===== config.mk =====
export PLATFORM = sky130hd
export DESIGN_NAME = bounded_deque_with_indexed_remove_unit
export DESIGN_NICKNAME = d
export VERILOG_FILES = /design/src/rtl/bdq_pkg.sv /design/src/rtl/bounded_deque_with_indexed_remove_unit.sv
export SDC_FILE = /design/constraint.sdc
export NUM_CORES = 1
export LEC_CHECK = 0
export BUFFER_PORTS_ARGS = -buffer_cell sky130_fd_sc_hd__buf_4
export CORE_ASPECT_RATIO = 1.1
export CORE_MARGIN = 2
export CORE_UTILIZATION = 55
export DETAILED_ROUTE_END_ITERATION = 10
export PLACE_DENSITY = 0.72
export REMOVE_ABC_BUFFERS = 1
export SLEW_MARGIN = 20
export SYNTH_ARGS = -nofsm -noshare
export SYNTH_HDL_FRONTEND = slang
export SYNTH_SLANG_ARGS = --single-unit

===== constraint.sdc =====
create_clock -name clk_i -period 7.5 [get_ports clk_i]
set_clock_uncertainty 0.2 [all_clocks]
set_input_delay 1.5 -clock clk_i [delete_from_list [all_inputs] [get_ports clk_i]]
set_output_delay 1.5 -clock clk_i [all_outputs]
set_load 0.03 [all_outputs]

===== src/rtl/bdq_pkg.sv =====
// Package for the bounded deque unit: depth, derived widths, request and status codes,
// the FSM state type and the ring slot helper. It has no dependencies.
package bdq_pkg;

  localparam int unsigned DEPTH = 16;
  localparam int unsigned PtrW  = (DEPTH > 1) ? $clog2(DEPTH) : 1;
  localparam int unsigned CntW  = $clog2(DEPTH + 1);
  localparam int unsigned IdxW  = 4;
  localparam int unsigned CmpW  = (CntW > IdxW) ? CntW : IdxW;
  localparam int unsigned WordW = 32;

  typedef enum logic [2:0] {
    MODE_PUSH_FRONT = 3'd0,
    MODE_PUSH_BACK  = 3'd1,
    MODE_REMOVE_AT  = 3'd2,
    MODE_POP_FRONT  = 3'd3,
    MODE_POP_BACK   = 3'd4
  } mode_e;

  typedef enum logic [1:0] {
    STAT_OK    = 2'd0,
    STAT_EMPTY = 2'd1,
    STAT_RANGE = 2'd2,
    STAT_FULL  = 2'd3
  } status_e;

  typedef enum logic [3:0] {
    ST_IDLE  = 4'b0001,
    ST_EXEC  = 4'b0010,
    ST_FETCH = 4'b0100,
    ST_SHIFT = 4'b1000
  } state_e;

  localparam logic [WordW-1:0] FAIL_WORD = '1;

  // (base + off) mod DEPTH, both operands already below DEPTH
  function automatic logic [PtrW-1:0] slot_add(input logic [PtrW-1:0] base,
                                               input logic [PtrW-1:0] off);
    logic [PtrW:0] sum;
    sum = {1'b0, base} + {1'b0, off};
    if (sum >= (PtrW+1)'(DEPTH)) begin
      sum = sum - (PtrW+1)'(DEPTH);
    end
    return sum[PtrW-1:0];
  endfunction

endpackage


===== src/rtl/bounded_deque_with_indexed_remove_unit.sv =====
// Top level of the bounded deque unit: sequencer, ring store and result register.
// Depends on bdq_pkg.
//
// Bounded double-ended queue of DEPTH (16) signed 32-bit words in a ring store.
// Raise start with mode_i/value_i/index_i while busy is low; that beat is taken
// and busy rises the next cycle. Exactly one result comes back per request: done_o
// is high for one cycle with removed_value_o, status_o and occupancy_o valid in that
// cycle only. The receiver cannot stall, so capture it then. busy is already low in
// the done_o cycle, so a new request may start there. Pushes, rejected requests and
// unused modes finish in the execute state; remove first / remove last read the slot
// and then finish; remove at index also reads the removed slot, then the entries behind
// the hole move down one slot per cycle through the store, which has one write port and
// one registered read port (read one slot ahead, write the previous one). Worst case is
// index 0 on a full deque. Status codes: ok, empty, index out of range, full. A failed
// removal returns all ones (-1); pushes return 0. The store has no reset; only slots
// that a push wrote are ever read back.
module bounded_deque_with_indexed_remove_unit (
  input  logic                                    clk_i,
  input  logic                                    rst_ni,
  input  logic                                    start,
  output logic                                    busy,
  input  logic [2:0]                              mode_i,
  input  logic signed [bdq_pkg::WordW-1:0]        value_i,
  input  logic [bdq_pkg::IdxW-1:0]                index_i,
  output logic                                    done_o,
  output logic signed [bdq_pkg::WordW-1:0]        removed_value_o,
  output logic [1:0]                              status_o,
  output logic [bdq_pkg::CntW-1:0]                occupancy_o
);

  // request latch
  logic [2:0]                     mode_q;
  logic [bdq_pkg::WordW-1:0]      value_q;
  logic [bdq_pkg::IdxW-1:0]       index_q;

  // deque state
  bdq_pkg::state_e                state_q, state_d;
  logic [bdq_pkg::PtrW-1:0]       front_q, front_d;
  logic [bdq_pkg::CntW-1:0]       count_q, count_d;
  logic [bdq_pkg::PtrW-1:0]       ptr_q, ptr_d;       // logical position being refilled
  logic [bdq_pkg::WordW-1:0]      rem_q, rem_d;       // word taken by remove at index

  // store port
  logic [bdq_pkg::WordW-1:0]      mem [bdq_pkg::DEPTH];
  logic [bdq_pkg::PtrW-1:0]       rd_addr;
  logic [bdq_pkg::WordW-1:0]      rd_data_q;
  logic                           wr_en;
  logic [bdq_pkg::PtrW-1:0]       wr_addr;
  logic [bdq_pkg::WordW-1:0]      wr_data;

  // result beat
  logic                           done_q, done_d;
  logic [bdq_pkg::WordW-1:0]      rv_q, rv_d;
  logic [1:0]                     st_q, st_d;
  logic [bdq_pkg::CntW-1:0]       occ_q;

  logic                           accept;
  logic [bdq_pkg::CmpW-1:0]       idx_cmp, cnt_cmp;
  logic [bdq_pkg::CntW-1:0]       ptr_ext;

  assign accept  = start && !busy;
  assign busy    = (state_q != bdq_pkg::ST_IDLE);
  assign idx_cmp = bdq_pkg::CmpW'(index_q);
  assign cnt_cmp = bdq_pkg::CmpW'(count_q);
  assign ptr_ext = bdq_pkg::CntW'(ptr_q);

  always_comb begin
    state_d = state_q;
    front_d = front_q;
    count_d = count_q;
    ptr_d   = ptr_q;
    rem_d   = rem_q;
    rd_addr = front_q;
    wr_en   = 1'b0;
    wr_addr = front_q;
    wr_data = value_q;
    done_d  = 1'b0;
    rv_d    = '0;
    st_d    = bdq_pkg::STAT_OK;

    unique case (state_q)
      bdq_pkg::ST_IDLE: begin
        if (accept) begin
          state_d = bdq_pkg::ST_EXEC;
        end
      end

      bdq_pkg::ST_EXEC: begin
        // default: finish this cycle; removals that reach the store override below
        state_d = bdq_pkg::ST_IDLE;
        done_d  = 1'b1;
        unique case (mode_q)
          bdq_pkg::MODE_PUSH_FRONT, bdq_pkg::MODE_PUSH_BACK: begin
            if (count_q == bdq_pkg::CntW'(bdq_pkg::DEPTH)) begin
              st_d = bdq_pkg::STAT_FULL;
            end else begin
              wr_en   = 1'b1;
              count_d = count_q + 1'b1;
              if (mode_q == bdq_pkg::MODE_PUSH_FRONT) begin
                front_d = (front_q == '0) ? bdq_pkg::PtrW'(bdq_pkg::DEPTH - 1)
                                          : front_q - 1'b1;
                wr_addr = front_d;
              end else begin
                wr_addr = bdq_pkg::slot_add(front_q, bdq_pkg::PtrW'(count_q));
              end
            end
          end
          bdq_pkg::MODE_REMOVE_AT, bdq_pkg::MODE_POP_FRONT, bdq_pkg::MODE_POP_BACK: begin
            if (count_q == '0) begin
              st_d = bdq_pkg::STAT_EMPTY;
              rv_d = bdq_pkg::FAIL_WORD;
            end else if (mode_q == bdq_pkg::MODE_REMOVE_AT && idx_cmp >= cnt_cmp) begin
              st_d = bdq_pkg::STAT_RANGE;
              rv_d = bdq_pkg::FAIL_WORD;
            end else begin
              done_d  = 1'b0;
              state_d = bdq_pkg::ST_FETCH;
              if (mode_q == bdq_pkg::MODE_REMOVE_AT) begin
                ptr_d   = bdq_pkg::PtrW'(idx_cmp);
                rd_addr = bdq_pkg::slot_add(front_q, ptr_d);
              end else if (mode_q == bdq_pkg::MODE_POP_BACK) begin
                rd_addr = bdq_pkg::slot_add(front_q, bdq_pkg::PtrW'(count_q - 1'b1));
              end else begin
                rd_addr = front_q;
              end
            end
          end
          default: begin
            // unused modes: no change, status ok, word 0
          end
        endcase
      end

      bdq_pkg::ST_FETCH: begin
        // rd_data_q holds the removed word
        if (mode_q == bdq_pkg::MODE_REMOVE_AT && (ptr_ext + 1'b1) < count_q) begin
          rem_d   = rd_data_q;
          rd_addr = bdq_pkg::slot_add(front_q, bdq_pkg::PtrW'(ptr_ext + 1'b1));
          state_d = bdq_pkg::ST_SHIFT;
        end else begin
          if (mode_q == bdq_pkg::MODE_POP_FRONT) begin
            front_d = bdq_pkg::slot_add(front_q, bdq_pkg::PtrW'(1));
          end
          count_d = count_q - 1'b1;
          rv_d    = rd_data_q;
          done_d  = 1'b1;
          state_d = bdq_pkg::ST_IDLE;
        end
      end

      bdq_pkg::ST_SHIFT: begin
        // rd_data_q holds position ptr+1; drop it into position ptr
        wr_en   = 1'b1;
        wr_addr = bdq_pkg::slot_add(front_q, ptr_q);
        wr_data = rd_data_q;
        ptr_d   = ptr_q + 1'b1;
        if ((ptr_ext + 2'd2) < count_q) begin
          rd_addr = bdq_pkg::slot_add(front_q, bdq_pkg::PtrW'(ptr_ext + 2'd2));
        end else begin
          count_d = count_q - 1'b1;
          rv_d    = rem_q;
          done_d  = 1'b1;
          state_d = bdq_pkg::ST_IDLE;
        end
      end

      default: begin
        state_d = bdq_pkg::ST_IDLE;
      end
    endcase
  end

  // ring store: one write, one registered read per cycle
  always_ff @(posedge clk_i) begin
    if (wr_en) begin
      mem[wr_addr] <= wr_data;
    end
    rd_data_q <= mem[rd_addr];
  end

  // request latch and payload registers
  always_ff @(posedge clk_i) begin
    if (accept) begin
      mode_q  <= mode_i;
      value_q <= value_i;
      index_q <= index_i;
    end
    ptr_q <= ptr_d;
    rem_q <= rem_d;
    if (done_d) begin
      rv_q  <= rv_d;
      st_q  <= st_d;
      occ_q <= count_d;
    end
  end

  always_ff @(posedge clk_i or negedge rst_ni) begin
    if (!rst_ni) begin
      state_q <= bdq_pkg::ST_IDLE;
      front_q <= '0;
      count_q <= '0;
      done_q  <= 1'b0;
    end else begin
      state_q <= state_d;
      front_q <= front_d;
      count_q <= count_d;
      done_q  <= done_d;
    end
  end

  assign done_o          = done_q;
  assign removed_value_o = rv_q;
  assign status_o        = st_q;
  assign occupancy_o     = occ_q;

endmodule


==> results of run 1 <==
## cells in the mapped netlist, types with 17 or more instances
library cell	n
buf_2	17
ha_1	35
inv_1	20
edfxtp_1	626
dfxtp_1	32
a22oi_1	66
a221o_1	34
mux4_2	128
nor2_1	46
clkbuf_1	41
nand2_1	162
a21oi_1	31
## flip-flops by register name, summed over array words and instances (netlist names)
signal and cells:
value_q 32, mode_q 3, rem_q 32, removed_value_o 32
rd_data_q 32, ptr_q 4, occupancy_o 5, done_o 1
mem 512, front_q 4, cnt_cmp 5, state_q 4
status_o 2, index_q 4
## layer usage
metal / vias up / routed length, um
li1: 6006 / -
met1: 7290 / 23600
met2: 706 / 30400
met3: 121 / 5340
met4: 0 / 1670
met5: - / 0
## through the flow
step | instance area, um2 | cells | utilization [%] | hold slack [ps] | setup slack, ps
5_1_grt | 30400 | 2232 | 63.5 | 276 | 1780
2_1_floorplan | 26200 | 1356 | - | 230 | -5830
3_3_place_gp | 28100 | 2111 | 58.8 | 243 | 2310
4_1_cts | 30300 | 2231 | 63.4 | 260 | 2160
3_5_place_dp | 28100 | 2111 | 58.8 | 247 | 2170
6_report | 30400 | 2232 | 63.5 | 264 | 2170
## cells by family after synthesis
group | after synthesis | synth area share (%)
AND/OR/NAND/NOR | 264 | 4.43
flip-flops | 672 | 74.3
adder cells (fa/ha/maj) | 41 | 2.10
buffers and inverters | 93 | 1.70
multiplexers | 129 | 10.9
AO/OA/AOI/OAI | 205 | 5.78
XOR/XNOR | 24 | 0.790
## where the power goes
group,leakage (uW),switching (uW),total (uW),internal (uW)
Sequential,0.00611,242,4760,4520
Combinational,0.00300,1600,2820,1220
Clock,0.00110,1360,3340,1980
## layout make-up
cell class / instances / area (um2) / share of cell area [%]
multi-input cells: 663 / 6590 / 21.7
flip-flops and latches: 672 / 19800 / 65.2
inverters: 21 / 78.8 / 0.260
clock buffers: 84 / 1870 / 6.14
repair buffers: 111 / 878 / 2.89
clock inverters: 36 / 353 / 1.16
well taps: 645 / 807 / 2.66
## how the worst min path moves through the flow
stage                          startpoint                  end  slack, ps  depth (start not counted)
floorplan            rd_data_q[0]$_DFF_P_   rem_q[0]$_DFFE_PP_        230                          0
global placement    rd_data_q[31]$_DFF_P_  rem_q[31]$_DFFE_PP_        240                          0
detailed placement  rd_data_q[28]$_DFF_P_  rem_q[28]$_DFFE_PP_        250                          0
CTS                 rd_data_q[22]$_DFF_P_  rem_q[22]$_DFFE_PP_        260                          0
global route         rd_data_q[1]$_DFF_P_   rem_q[1]$_DFFE_PP_        280                          0
finish              rd_data_q[28]$_DFF_P_  rem_q[28]$_DFFE_PP_        260                          0
## worst max-delay path: cells and delay by family, from the launching register on
kind,cells,cell delay [ps]
AO/OA/AOI/OAI,6,1640
XOR/XNOR,1,380
adder cells (fa/ha/maj),2,610
buffers and inverters,3,1010
flip-flops,1,500
multiplexers,1,570
AND/OR/NAND/NOR,2,250
==> results.yml, run 1 <==
outcome:
  status: "finished clean"
timing:
  report.final.slew_viol_count: 0
  period_minus_slack_ps: 5330
  slew_headroom_pct: 22.7
  max_freq_ghz: 0.188
  rsz0062_at_grt: "false"
  tns_ps: 0
  setup_viol: 0
  finalHoldViolations: 0
  tightest_slew_ps: 1160
  period_share_pct: 71.1
synthesis:
  synth_area_leader_cell: "edfxtp_1"
  synthTopCellsByArea: "edfxtp_1 (71%), mux4_2 (11%), dfxtp_1 (2.4%)"
  synthFlopType: "edfxtp_1"
  ys_seq_elements: 672
  synth-warning-count: 0
  synth.distinct_cells: 69
  synthCells: 1428
  netlist_area_um2: 26600
  syn_area_per_cell_um2: 18.6
  synth.top_cell.area_share_pct: 70.6
  synthArstFlopShare_pct: 2.08
  synth_edf_count: 626
  ys_seq_area_share_pct: 74.3
setup_path:
  crit_top_cell: "ha_1"
  max_stage_delay_ps: 570
  cpMaxStageDelayCell: "mux4_2"
  start_kind: "flip-flop"
  r2r_start: "ptr_q[1]$_DFFE_PP_"
  cp-endpoint: "rd_data_q[3]$_DFF_P_"
  crit_chain: "ha_1, xor2_1, ha_1, a21o_1, a21oi_1, o22ai_4, a311o_2, nor2_2, inv_2, a221oi_4, buf_12, buf_16, mux4_2, a22oi_1, nand2_1"
  crit_path_end_kind: "flip-flop"
  ff2ff_setup_slack_ps: 2170
  critPathRequiredTime_ps: 7770
  cp-startpoint: "ptr_q[1]$_DFFE_PP_"
  worst-r2r-cell-count: 15
  critical_path_class: "reg -> reg"
  reg2reg_to: "rd_data_q[3]$_DFF_P_"
  worstPathMaxFanout: 69
  critPathArrivalTime_ps: 5600
detailed_routing:
  viasPerCell: 6.33
  first_pass_iters: 6
  vias: 14123
  drtIter0Drc: 1662
  finalWirelength_um: 61000
  ant_nets: 0
  drc: 0
  wl_per_cell_um: 27.3
global_route:
  grt_pass1_vias: 14430
  grtUsageMet3_pct: 4.66
  grt_pass1_wl_um: 90400
  grt_max_degree: 129
  grt_usage_pct: 25.0
  grt-busiest-layer: "met2"
  overflow: 0
  antenna_found_initial: 0
  grt_util_met2_pct: 40.3
  met1_usage_pct: 34.4
power_and_ir_drop:
  ir_drop_v: 0.000248
  leakage_uw: 0.0102
  p_per_area_nw_per_um2: 360
  power.total_uw: 10900
floorplan:
  start_util_pct: 55.7
  core_area_um2: 47800
  die_height_um: 235
  die_w_um: 214
  rows: 84
  io-pin-count: 83
  die-area_um2: 50200
worst_hold_path:
  holdCritPathClass: "reg -> reg"
clocking:
  clock-sinks: 672
  ctsHtreeMaxLevel: 3
  clockBufferDepth: 3
  worst_skew_pair.late_latency_ps: 580
  cts-root-buf: "clkbuf_16"
  cts_hold_buffers: 0
  post_cts_resized: 0
  cts_tree: "done"
  path_clk_slew_ps: 60
  cts_setup_buffers: 0
  cts_buffers: 67
finish:
  final_common_cell: "edfxtp_1"
  layout-area-overhead-vs-synth_pct: 14.1
  n_antenna_cell: 0
  drive_above_1_share_pct: 24.2
  num-fill-cells: 3242
  final_nets: 1619
  final_cell_mix: "edfxtp_1 (626), nand2_1 (162), mux4_2 (128)"
placement:
  portBuffers: 82
  gp_congestion: 0.909
  dp_hpwl_um: 31900
flow_run:
  drv_cap: 0
No activity file was read; power rests on OpenSTA's default activity.
==> run 2, diff against run 1 <==
==> constraint.sdc (replaced) <==
create_clock -name clk_i -period 5.1 [get_ports clk_i]
set_clock_uncertainty 0.2 [all_clocks]
set_input_delay 1.02 -clock clk_i [delete_from_list [all_inputs] [get_ports clk_i]]
set_output_delay 1.02 -clock clk_i [all_outputs]
set_load 0.03 [all_outputs]
==> results.yml, run 2 (same netlist as run 1, synthesis figures left out) <==
timing:
  finalHoldViolations: 0
  hold_slack_ps: 50.1
  max_freq_ghz: 0.209
  slew_headroom_pct: 42.1
  tns_ps: 0
  period_minus_slack_ps: 4790
  period_share_pct: 93.8
  tightest_slew_ps: 867
  setup_viol: 0
  rsz0062_at_grt: "false"
  report.final.slew_viol_count: 0
  worst_slack_ps: 314
detailed_routing:
  drc: 0
  first_pass_iters: 6
  viasPerCell: 6.34
  drtIter0Drc: 1798
  vias: 14341
  ant_nets: 0
  finalWirelength_um: 62400
  wl_per_cell_um: 27.6
power_and_ir_drop:
  leakage_uw: 0.0104
  p_per_area_nw_per_um2: 533
  p_switching_uw: 4860
  pwr-share-seq_pct: 42.6
  ir_drop_v: 0.000393
  p_comb_share_pct: 27.1
  p_clk_share_pct: 30.3
  internal_power_uw: 11500
  swShare_pct: 29.7
placement:
  dpl_cell_area_um2: 28500
  portBuffers: 82
  dpl_worst_slack_ps: 466
  gp_congestion: 0.955
  dp_hpwl_um: 33200
setup_path:
  max_stage_delay_ps: 540
  cpMaxStageDelayCell: "a311oi_1"
  critical_path_class: "reg -> reg"
  critPathTopFamily: "compound AO/OA/AOI/OAI gates"
  worstPathMaxFanout: 37
  crit_path_end_kind: "flip-flop"
  start_kind: "flip-flop"
  crit_chain: "ha_1, xor2_1, ha_1, a21o_1, a21oi_1, o211ai_1, a311oi_1, a211oi_1, a32oi_4, buf_12, buf_12, mux4_2, a22oi_1, nand2_1"
  path_buf_inv: 2
  critPathArrivalTime_ps: 5070
  critPathRequiredTime_ps: 5390
finish:
  layout-area-overhead-vs-synth_pct: 15.3
  final_common_cell: "edfxtp_1"
  n_antenna_cell: 0
  largest_reg_flops: 512
  final_nets: 1646
  fin_area_um2: 30700
  final_cell_mix: "edfxtp_1 (626), nand2_1 (162), mux4_2 (128)"
  top_register: "mem"
  drive_above_1_share_pct: 25.2
floorplan:
  die_height_um: 235
  die-area_um2: 50200
  die_w_um: 214
  start_util_pct: 55.7
  core_area_um2: 47800
  io-pin-count: 83
  rows: 84
clocking:
  path_clk_slew_ps: 70
  worst_skew_pair.late_latency_ps: 610
  cts_hold_buffers: 0
  cts_tree: "done"
  cts-root-buf: "clkbuf_16"
  cts_setup_buffers: 0
  ctsHtreeMaxLevel: 3
  clockBufferDepth: 3
  post_cts_resized: 0
  clock-sinks: 672
  cts_buffers: 67
outcome:
  status: "finished clean"
global_route:
  antenna_found_initial: 1
  grt_usage_pct: 25.8
  overflow: 0
  grt_pass1_wl_um: 92900
  grt_max_degree: 49
  grt_pass1_vias: 14461
flow_run:
  drv_cap: 0
worst_hold_path:
  holdCritPathClass: "in -> async"
[run 2: cell count changes in the layout (fill, tap and decap cells not counted)]
| cell | change |
|---|---|
| clkbuf_16 | -2 |
| inv_4 | -1 |
| clkinv_2 | -2 |
| clkinv_8 | +2 |
| buf_4 | +16 |
| inv_6 | +1 |
| bufinv_16 | +1 |
| buf_12 | +12 |
| clkinvlp_4 | +1 |
| inv_8 | -1 |
| clkinv_1 | +4 |
| clkinv_4 | -2 |
| buf_16 | -1 |
| clkbuf_1 | +2 |
[run 2: final timing paths]
kind                                        from                      to  slack (ps)  cells past startpoint
min reg2reg                rd_data_q[18]$_DFF_P_     rem_q[18]$_DFFE_PP_         260                      0
min                                       rst_ni    cnt_cmp[1]$_DFF_PN0_          50                      1
max in group asynchronous                 rst_ni  state_q[0]$_DFFE_PN1P_        4400                      1
max reg2reg                   ptr_q[1]$_DFFE_PP_   rd_data_q[31]$_DFF_P_         310                     14
min in group clk_i         rd_data_q[18]$_DFF_P_     rem_q[18]$_DFFE_PP_         260                      0
max                           ptr_q[1]$_DFFE_PP_   rd_data_q[31]$_DFF_P_         310                     14
[run 2: layer usage]
metal / vias up / GRT usage (%) / share of wire, % / wire length [um]
met3: 131 / 5.09 / 9.1 / 5690
li1: 6063 / - / - / -
met1: 7389 / 36.3 / 40 / 24700
met5: - / 0 / 0 / 0
met4: 0 / 9.53 / 3.0 / 1880
met2: 758 / 40.4 / 48 / 30200
[run 2: worst reg2reg max path: stages (launching register included)]
cell      delay (ps)
edfxtp_1         490
ha_1             280
xor2_1           310
ha_1             320
a21o_1           170
a21oi_1          300
o211ai_1         270
a311oi_1         550
a211oi_1         180
a32oi_4          260
buf_12           290
buf_12           310
mux4_2           390
a22oi_1          280
nand2_1          100
[run 2: power by group through the flow]
| stage | clock, uW | sequential [uW] | combinational [uW] |
|---|---|---|---|
| after floorplan | 0 | 7060 | 3010 |
| after global placement | 0 | 7060 | 4340 |
| after detailed placement | 0 | 7070 | 4430 |
| after CTS | 5030 | 6960 | 4460 |
| after global routing | 5230 | 7000 | 4780 |
| final | 4960 | 6960 | 4430 |
[run 2: layout make-up]
class / count / area (um2)
Sequential cell: 672 / 19800
Fill cell: 3241 / 17100
Multi-Input combinational cell: 663 / 6590
Clock buffer: 84 / 1820
Timing Repair Buffer: 138 / 1210
Tap cell: 645 / 807
Clock inverter: 39 / 402
Inverter: 21 / 78.8
[run 2: stage by stage]
step           utilization (%)  total power, uW  std cells
2_1_floorplan                -            10100       1356
3_3_place_gp              59.6            11400       2139
3_5_place_dp              59.6            11500       2139
4_1_cts                   64.2            16400       2262
5_1_grt                   64.2            17000       2262
6_report                  64.2            16400       2262
